### src/rtl/core/lpe_pkg.sv
// Shared types and constants of the LSB pattern extractor.
`timescale 1ns / 1ps

package lpe_pkg;

    localparam int LIMIT_BITS = 32;
    localparam int HEADER_LEN = 4;

    localparam logic [1:0] PHASE_BLUE  = 2'd0;
    localparam logic [1:0] PHASE_GREEN = 2'd1;
    localparam logic [1:0] PHASE_RED   = 2'd2;

    localparam logic [1:0] CFG_STOP_MODE   = 2'd0;
    localparam logic [1:0] CFG_BYTE_LIMIT  = 2'd1;
    localparam logic [1:0] CFG_START_PHASE = 2'd2;

    localparam logic STOP_COUNT = 1'b0;
    localparam logic STOP_ZERO  = 1'b1;

    localparam logic STATUS_PAYLOAD   = 1'b0;
    localparam logic STATUS_EXHAUSTED = 1'b1;

    typedef struct packed {
        logic        stop_mode;
        logic [31:0] byte_limit;
        logic [1:0]  start_phase;
    } t_cfg;

    typedef struct packed {
        logic [7:0] image_byte;
        logic       last_in;
    } t_item;

    typedef struct packed {
        logic       valid;
        logic [7:0] payload_byte;
        logic       last_out;
        logic       status;
    } t_result;

endpackage

### src/rtl/core/lsbi_pattern_extractor_unit.sv
// Top level of the LSB pattern extractor: stream ports, configuration and word registers.
`timescale 1ns / 1ps

// The slave stream takes one image pixel byte per word in blue, green, red
// order, with s_axis_tlast on the final byte of an image. The master stream
// returns extracted payload bytes; m_axis_tlast marks the last result of an
// extraction and m_axis_tuser flags an image that ended before extraction
// was complete (data is then zero). Most input words give no result.
// The configuration channel writes stop mode (index 0), byte limit (index 1)
// and start phase (index 2); it is always ready and should only be used
// while no words are in flight.
// An accepted word is held in an input register and processed from there
// when the output register is free or being drained, and its result is
// loaded into the output register. One word is accepted every cycle as
// long as the output register is free or being drained.
// When the receiver stalls, the output register holds its word, the input
// register fills, and s_axis_tready falls until the output is taken.
// Reset clears both registers, restarts image extraction and loads the
// configuration defaults: count mode, limit zero, green start phase.

module lsbi_pattern_extractor_unit (
    input  logic        i_clk,
    input  logic        i_rst_n,
    input  logic        s_axis_tvalid,
    output logic        s_axis_tready,
    input  logic [7:0]  s_axis_tdata,   // [7:0] image_byte
    input  logic        s_axis_tlast,
    output logic        m_axis_tvalid,
    input  logic        m_axis_tready,
    output logic [7:0]  m_axis_tdata,   // [7:0] payload_byte
    output logic        m_axis_tlast,
    output logic        m_axis_tuser,   // [0] status
    input  logic        i_cfg_valid,
    output logic        o_cfg_ready,
    input  logic [1:0]  i_cfg_index,
    input  logic [31:0] i_cfg_data
);

    lpe_pkg::t_cfg    r_cfg;
    lpe_pkg::t_item   r_in;
    logic             r_in_valid;
    lpe_pkg::t_result r_out;
    logic             r_out_valid;
    lpe_pkg::t_result result;
    logic             step;

    assign step          = r_in_valid && (!r_out_valid || m_axis_tready);
    assign s_axis_tready = !r_in_valid || step;
    assign o_cfg_ready   = 1'b1;

    assign m_axis_tvalid = r_out_valid;
    assign m_axis_tdata  = r_out.payload_byte;
    assign m_axis_tlast  = r_out.last_out;
    assign m_axis_tuser  = r_out.status;

    always_ff @(posedge i_clk) begin
        if (!i_rst_n) begin
            r_cfg.stop_mode   <= lpe_pkg::STOP_COUNT;
            r_cfg.byte_limit  <= 32'd0;
            r_cfg.start_phase <= lpe_pkg::PHASE_GREEN;
        end else if (i_cfg_valid && o_cfg_ready) begin
            case (i_cfg_index)
                lpe_pkg::CFG_STOP_MODE:   r_cfg.stop_mode   <= i_cfg_data[0];
                lpe_pkg::CFG_BYTE_LIMIT:  r_cfg.byte_limit  <= i_cfg_data;
                lpe_pkg::CFG_START_PHASE: r_cfg.start_phase <= i_cfg_data[1:0];
                default: ;
            endcase
        end
    end

    always_ff @(posedge i_clk) begin
        if (!i_rst_n) begin
            r_in_valid <= 1'b0;
        end else if (s_axis_tready) begin
            r_in_valid <= s_axis_tvalid;
        end
    end

    always_ff @(posedge i_clk) begin
        if (s_axis_tvalid && s_axis_tready) begin
            r_in.image_byte <= s_axis_tdata;
            r_in.last_in    <= s_axis_tlast;
        end
    end

    lpe_extract u_extract (
        .i_clk    (i_clk),
        .i_rst_n  (i_rst_n),
        .i_step   (step),
        .i_item   (r_in),
        .i_cfg    (r_cfg),
        .o_result (result)
    );

    always_ff @(posedge i_clk) begin
        if (!i_rst_n) begin
            r_out_valid <= 1'b0;
        end else if (step) begin
            r_out_valid <= result.valid;
        end else if (m_axis_tready) begin
            r_out_valid <= 1'b0;
        end
    end

    always_ff @(posedge i_clk) begin
        if (step && result.valid) begin
            r_out <= result;
        end
    end

endmodule

### src/rtl/core/lpe_extract.sv
// Extraction state and the single-pass next-state and result logic.
`timescale 1ns / 1ps

module lpe_extract (
    input  logic             i_clk,
    input  logic             i_rst_n,
    input  logic             i_step,
    input  lpe_pkg::t_item   i_item,
    input  lpe_pkg::t_cfg    i_cfg,
    output lpe_pkg::t_result o_result
);

    logic [3:0]                     r_mask_bits,    n_mask_bits;
    logic [2:0]                     r_header_count, n_header_count;
    logic [1:0]                     r_colour_phase, n_colour_phase;
    logic [2:0]                     r_bit_count,    n_bit_count;
    logic [7:0]                     r_shift_reg,    n_shift_reg;
    logic [lpe_pkg::LIMIT_BITS-1:0] r_bytes_done,   n_bytes_done;
    logic                           r_finished,     n_finished;

    logic [lpe_pkg::LIMIT_BITS-1:0] limit;
    logic [lpe_pkg::LIMIT_BITS-1:0] done_inc;
    logic                           done_now;
    logic                           done_after;
    logic                           data_bit;
    logic [7:0]                     shifted;
    logic                           final_word;

    assign limit    = i_cfg.byte_limit[lpe_pkg::LIMIT_BITS-1:0];
    assign done_now = r_finished ||
                      (i_cfg.stop_mode == lpe_pkg::STOP_COUNT && r_bytes_done >= limit);
    assign done_inc = (r_bytes_done == {lpe_pkg::LIMIT_BITS{1'b1}}) ?
                      r_bytes_done : r_bytes_done + 1'b1;
    assign data_bit = i_item.image_byte[0] ^ r_mask_bits[i_item.image_byte[2:1]];
    assign shifted  = {r_shift_reg[6:0], data_bit};
    assign final_word = (i_cfg.stop_mode == lpe_pkg::STOP_ZERO) ?
                        (shifted == 8'd0) : (done_inc >= limit);

    always_comb begin
        n_mask_bits    = r_mask_bits;
        n_header_count = r_header_count;
        n_colour_phase = r_colour_phase;
        n_bit_count    = r_bit_count;
        n_shift_reg    = r_shift_reg;
        n_bytes_done   = r_bytes_done;
        n_finished     = r_finished;
        o_result       = '0;

        if (!done_now) begin
            if (r_header_count < 3'(lpe_pkg::HEADER_LEN)) begin
                n_mask_bits    = r_mask_bits |
                                 (4'(i_item.image_byte[0]) << r_header_count[1:0]);
                n_header_count = r_header_count + 3'd1;
                if (r_header_count == 3'(lpe_pkg::HEADER_LEN - 1)) begin
                    n_colour_phase = i_cfg.start_phase;
                end
            end else begin
                n_colour_phase = (r_colour_phase >= lpe_pkg::PHASE_RED) ?
                                 lpe_pkg::PHASE_BLUE : r_colour_phase + 2'd1;
                if (r_colour_phase != lpe_pkg::PHASE_RED) begin
                    if (r_bit_count == 3'd7) begin
                        n_bit_count           = 3'd0;
                        n_shift_reg           = 8'd0;
                        n_bytes_done          = done_inc;
                        n_finished            = final_word;
                        o_result.valid        = 1'b1;
                        o_result.payload_byte = shifted;
                        o_result.last_out     = final_word;
                        o_result.status       = lpe_pkg::STATUS_PAYLOAD;
                    end else begin
                        n_bit_count = r_bit_count + 3'd1;
                        n_shift_reg = shifted;
                    end
                end
            end
        end

        done_after = n_finished ||
                     (i_cfg.stop_mode == lpe_pkg::STOP_COUNT && n_bytes_done >= limit);

        if (i_item.last_in) begin
            if (!done_after) begin
                o_result.valid        = 1'b1;
                o_result.payload_byte = 8'd0;
                o_result.last_out     = 1'b1;
                o_result.status       = lpe_pkg::STATUS_EXHAUSTED;
            end
            n_mask_bits    = 4'd0;
            n_header_count = 3'd0;
            n_colour_phase = i_cfg.start_phase;
            n_bit_count    = 3'd0;
            n_shift_reg    = 8'd0;
            n_bytes_done   = '0;
            n_finished     = 1'b0;
        end
    end

    always_ff @(posedge i_clk) begin
        if (!i_rst_n) begin
            r_mask_bits    <= 4'd0;
            r_header_count <= 3'd0;
            r_colour_phase <= lpe_pkg::PHASE_GREEN;
            r_bit_count    <= 3'd0;
            r_shift_reg    <= 8'd0;
            r_bytes_done   <= '0;
            r_finished     <= 1'b0;
        end else if (i_step) begin
            r_mask_bits    <= n_mask_bits;
            r_header_count <= n_header_count;
            r_colour_phase <= n_colour_phase;
            r_bit_count    <= n_bit_count;
            r_shift_reg    <= n_shift_reg;
            r_bytes_done   <= n_bytes_done;
            r_finished     <= n_finished;
        end
    end

    // Payload bits are only collected once the whole mask header is in.
    a_bits_after_header: assert property (@(posedge i_clk) disable iff (!i_rst_n)
        r_bit_count != 3'd0 |-> r_header_count == 3'(lpe_pkg::HEADER_LEN))
        else $error("payload bits collected during header");

    a_clear_between_words: assert property (@(posedge i_clk) disable iff (!i_rst_n)
        r_bit_count == 3'd0 |-> r_shift_reg == 8'd0)
        else $error("shift register not cleared at word boundary");

    a_finish_after_header: assert property (@(posedge i_clk) disable iff (!i_rst_n)
        r_finished |-> r_header_count == 3'(lpe_pkg::HEADER_LEN))
        else $error("extraction finished before the header was read");

    a_restart_on_last: assert property (@(posedge i_clk) disable iff (!i_rst_n)
        i_step && i_item.last_in |=> r_header_count == 3'd0 && r_bytes_done == '0)
        else $error("state not restarted after the final image word");

endmodule

### config.mk
export PLATFORM = sky130hd
export DESIGN_NAME = lsbi_pattern_extractor_unit
export DESIGN_NICKNAME = d
export VERILOG_FILES = /design/src/rtl/core/lpe_pkg.sv /design/src/rtl/core/lsbi_pattern_extractor_unit.sv /design/src/rtl/core/lpe_extract.sv
export SDC_FILE = /design/constraint.sdc
export NUM_CORES = 1
export LEC_CHECK = 0
export ABC_AREA = 1
export BUFFER_PORTS_ARGS = -buffer_cell sky130_fd_sc_hd__buf_2
export CELL_PAD_IN_SITES_DETAIL_PLACEMENT = 1
export CELL_PAD_IN_SITES_GLOBAL_PLACEMENT = 2
export CORE_UTILIZATION = 25
export CTS_CLUSTER_DIAMETER = 30
export DETAILED_ROUTE_END_ITERATION = 6
export PLACE_DENSITY_LB_ADDON = 0.1
export SLEW_MARGIN = 30
export SYNTH_ARGS = -nofsm -noshare
export SYNTH_HDL_FRONTEND = slang
export SYNTH_SLANG_ARGS = --single-unit
### constraint.sdc
create_clock -name i_clk -period 4.6 [get_ports i_clk]
set_input_delay 0.69 -clock i_clk [delete_from_list [all_inputs] [get_ports i_clk]]
set_output_delay 0.69 -clock i_clk [all_outputs]
set_load 0.02 [all_outputs]
==> flow_summary.yaml <==
cells_and_area:
  final_nets: 1574
  syn2layout_area_growth_pct: 17.8
  drive_gt1_frac: 0.127
  final_common_cell: "nand2_1"
  finalInstanceArea_um2: 10000
  final_core_util: 0.299
  layout.cells.most_common_list: "nand2_1 (423), inv_1 (157), a21oi_1 (115)"
  largest_reg_flops: 35
  antenna_cells: 0
  regMostFlops: "r_cfg"
worst_setup_path:
  cp_data_required_time_ns: 4.71
  crit_type: "flop to flop"
  cp_max_fo: 10
  r2r_start: "r_cfg[24]"
  r2r_cells: 26
  reg2reg_to: "m_axis_tlast"
  crit_slowest_cell: "ha_1"
  startpoint_type: "flop"
  cp.arrival_ns: 4.36
  crit_top_cell: "nand2_1"
  slowest_delay_ns: 0.32
  rrSetupSlack_ns: 0.34
  critPathCaptureType: "flop"
worst_hold_path:
  hp-start: "u_extract.r_mask_bits[3]"
  min_delay_path_depth: 2
  min_to: "u_extract.r_mask_bits[3]"
  hp-class: "flop to flop"
synthesis:
  ys_types: 39
  avgSynthCellArea_um2: 6.38
  synth_ff_type: "dfxtp_1"
  async_reset_ff_frac: 0
  synth_edf_count: 14
  synth_nets: 1485
  synth-seq-cells: 103
  synth.cell_area_um2: 8520
  yosys_warnings: 0
  synth_cells: 1336
  yosysSeqAreaShare: 0.258
detailed_routing:
  drtIter0Drc: 297
  routed_wl_mm: 31.0
  vias: 8616
  remaining_drc_errors: 0
  wl_per_cell_um: 16.5
  post_drt_via_cell_ratio: 4.59
  antenna_left: 0
  drt-pass1-iter-count: 4
sta:
  relSlewSlack: 0.494
  tightest_slew_ns: 0.759
  finalSetupViolations: 0
  finalHoldViolCount: 0
  setup_tns_ns: 0
  finClkSkew_ns: 0.0202
  post-route-min-period_ns: 4.26
  rsz0062_at_grt: "false"
  fmax_mhz: 235
  period_share: 0.925
  slew_viol_final: 0
clock_network:
  path_clk_slew_ns: 0.08
  cts_hold_buffers: 0
  clk_latency_ns: 0.39
  cts_buffers: 9
  cts_setup_buffers: 0
  clock-root-buffer: "clkbuf_16"
  htree_levels: 3
  clock-sinks: 103
  clock_path_buffers: 2
  cts_tree: "built"
global_route:
  grt_pass1_wl_mm: 50.5
  grt-ovfl-total: 0
  antenna_found_initial: 0
  grt_max_degree: 48
  track_usage: 0.186
  grt_pass1_vias: 9086
place:
  gp_congestion: 0.866
  io_buffers: 54
  hpwl_mm: 24.2
  postPlaceCellArea_um2: 9700
die:
  rows: 67
  die_x_um: 187
  initial_core_util: 0.254
  io_pins: 61
  die-area_um2: 34800
  dieHeight_um: 187
  core_um2: 33500
job:
  max_cap_viol_count: 0
power_and_ir_drop:
  leakage_nw: 5.08
  irDropWorstVdd_mv: 0.176
  power_density_nw_per_um2: 232
run_status:
  status: "completed"
## stage by stage
| step | total power, W | worst slack [ns] | std cells | hold WS (ns) |
|---|---|---|---|---|
| detailed placement | 0.00153 | 0.157 | 1862 | 0.459 |
| floorplan | 0.00132 | 1.02 | 1336 | 0.430 |
| finish | 0.00233 | 0.345 | 1878 | 0.475 |
| CTS | 0.00240 | 0.144 | 1878 | 0.454 |
| global placement | 0.00152 | 0.180 | 1862 | 0.447 |
| global route | 0.00250 | 0.0159 | 1878 | 0.458 |
## critical path: cells and delay by family, from the launching register on
family          cells  cell delay (ns)
fa+ha+maj           2             0.61
flops               1             0.31
buf+inv             4             0.55
compound gates      3             0.58
simple gates       17             1.93
## layer usage
metal | global-route usage | vias to the layer above | share of wire
li1 | - | 4496 | -
met1 | 0.253 | 4040 | 0.49
met2 | 0.315 | 67 | 0.47
met3 | 0.0276 | 13 | 0.029
met4 | 0.0309 | 0 | 0.0076
met5 | 0 | - | 0
## worst max-delay path by stage
stage / start / endpoint / slack (ns) / depth (start not counted)
after CTS: r_cfg[15] / m_axis_tdata[2] / 0.14 / 27
after detailed placement: r_cfg[15] / m_axis_tdata[2] / 0.16 / 27
after global routing: u_extract.r_bytes_done[4] / m_axis_tdata[2] / 0.02 / 22
after floorplan: r_cfg[9] / m_axis_tdata[0] / 1.02 / 28
after global placement: r_cfg[21] / m_axis_tdata[3] / 0.18 / 27
final: r_cfg[24] / m_axis_tlast / 0.34 / 26
## cells in the mapped netlist, types with 10 or more instances
library cell	count	area share
nand2_1	425	0.19
inv_1	158	0.070
a21oi_1	117	0.069
nor2_1	107	0.047
ha_1	101	0.15
dfxtp_1	89	0.21
nand3_1	67	0.039
o21ai_0	55	0.032
clkbuf_1	31	0.014
nand4_1	27	0.020
nor3_1	22	0.013
xor2_1	21	0.022
and2_1	15	0.011
edfxtp_1	14	0.049
a21boi_0	11	0.0097
buf_2	10	0.0059
nand2_2	10	0.0073
## report_power, final
| part | switching [W] | total [W] | internal (W) | leakage (nW) |
|---|---|---|---|---|
| clock network | 0.000445 | 0.000829 | 0.000384 | 0.144 |
| registers | 0.0000189 | 0.000964 | 0.000945 | 0.856 |
| logic | 0.000356 | 0.000540 | 0.000184 | 4.09 |
## what timing repair did
action	CTS	global route
resized for setup	0	19
endpoints found under the hold margin	0	0
endpoints found under the setup margin	0	21
## cell families after synthesis
logic type,count (synthesis),share of synthesized area
AO/OA/AOI/OAI,214,0.136
XOR/XNOR,22,0.0226
buffers and inverters,208,0.0958
AND/OR/NAND/NOR,687,0.339
other,1,0.000440
flip-flops,103,0.258
adder cells (fa/ha/maj),101,0.148
## final cells by class
cell class | count | area, um^2
multi-input combinational | 1025 | 5540
inverter | 163 | 616
clock buffer | 10 | 229
sequential | 103 | 2210
tap | 448 | 561
clock inverter | 6 | 61.3
timing repair buffer | 123 | 826
fill | 4331 | 23500
No activity file was read; power rests on OpenSTA's default activity.
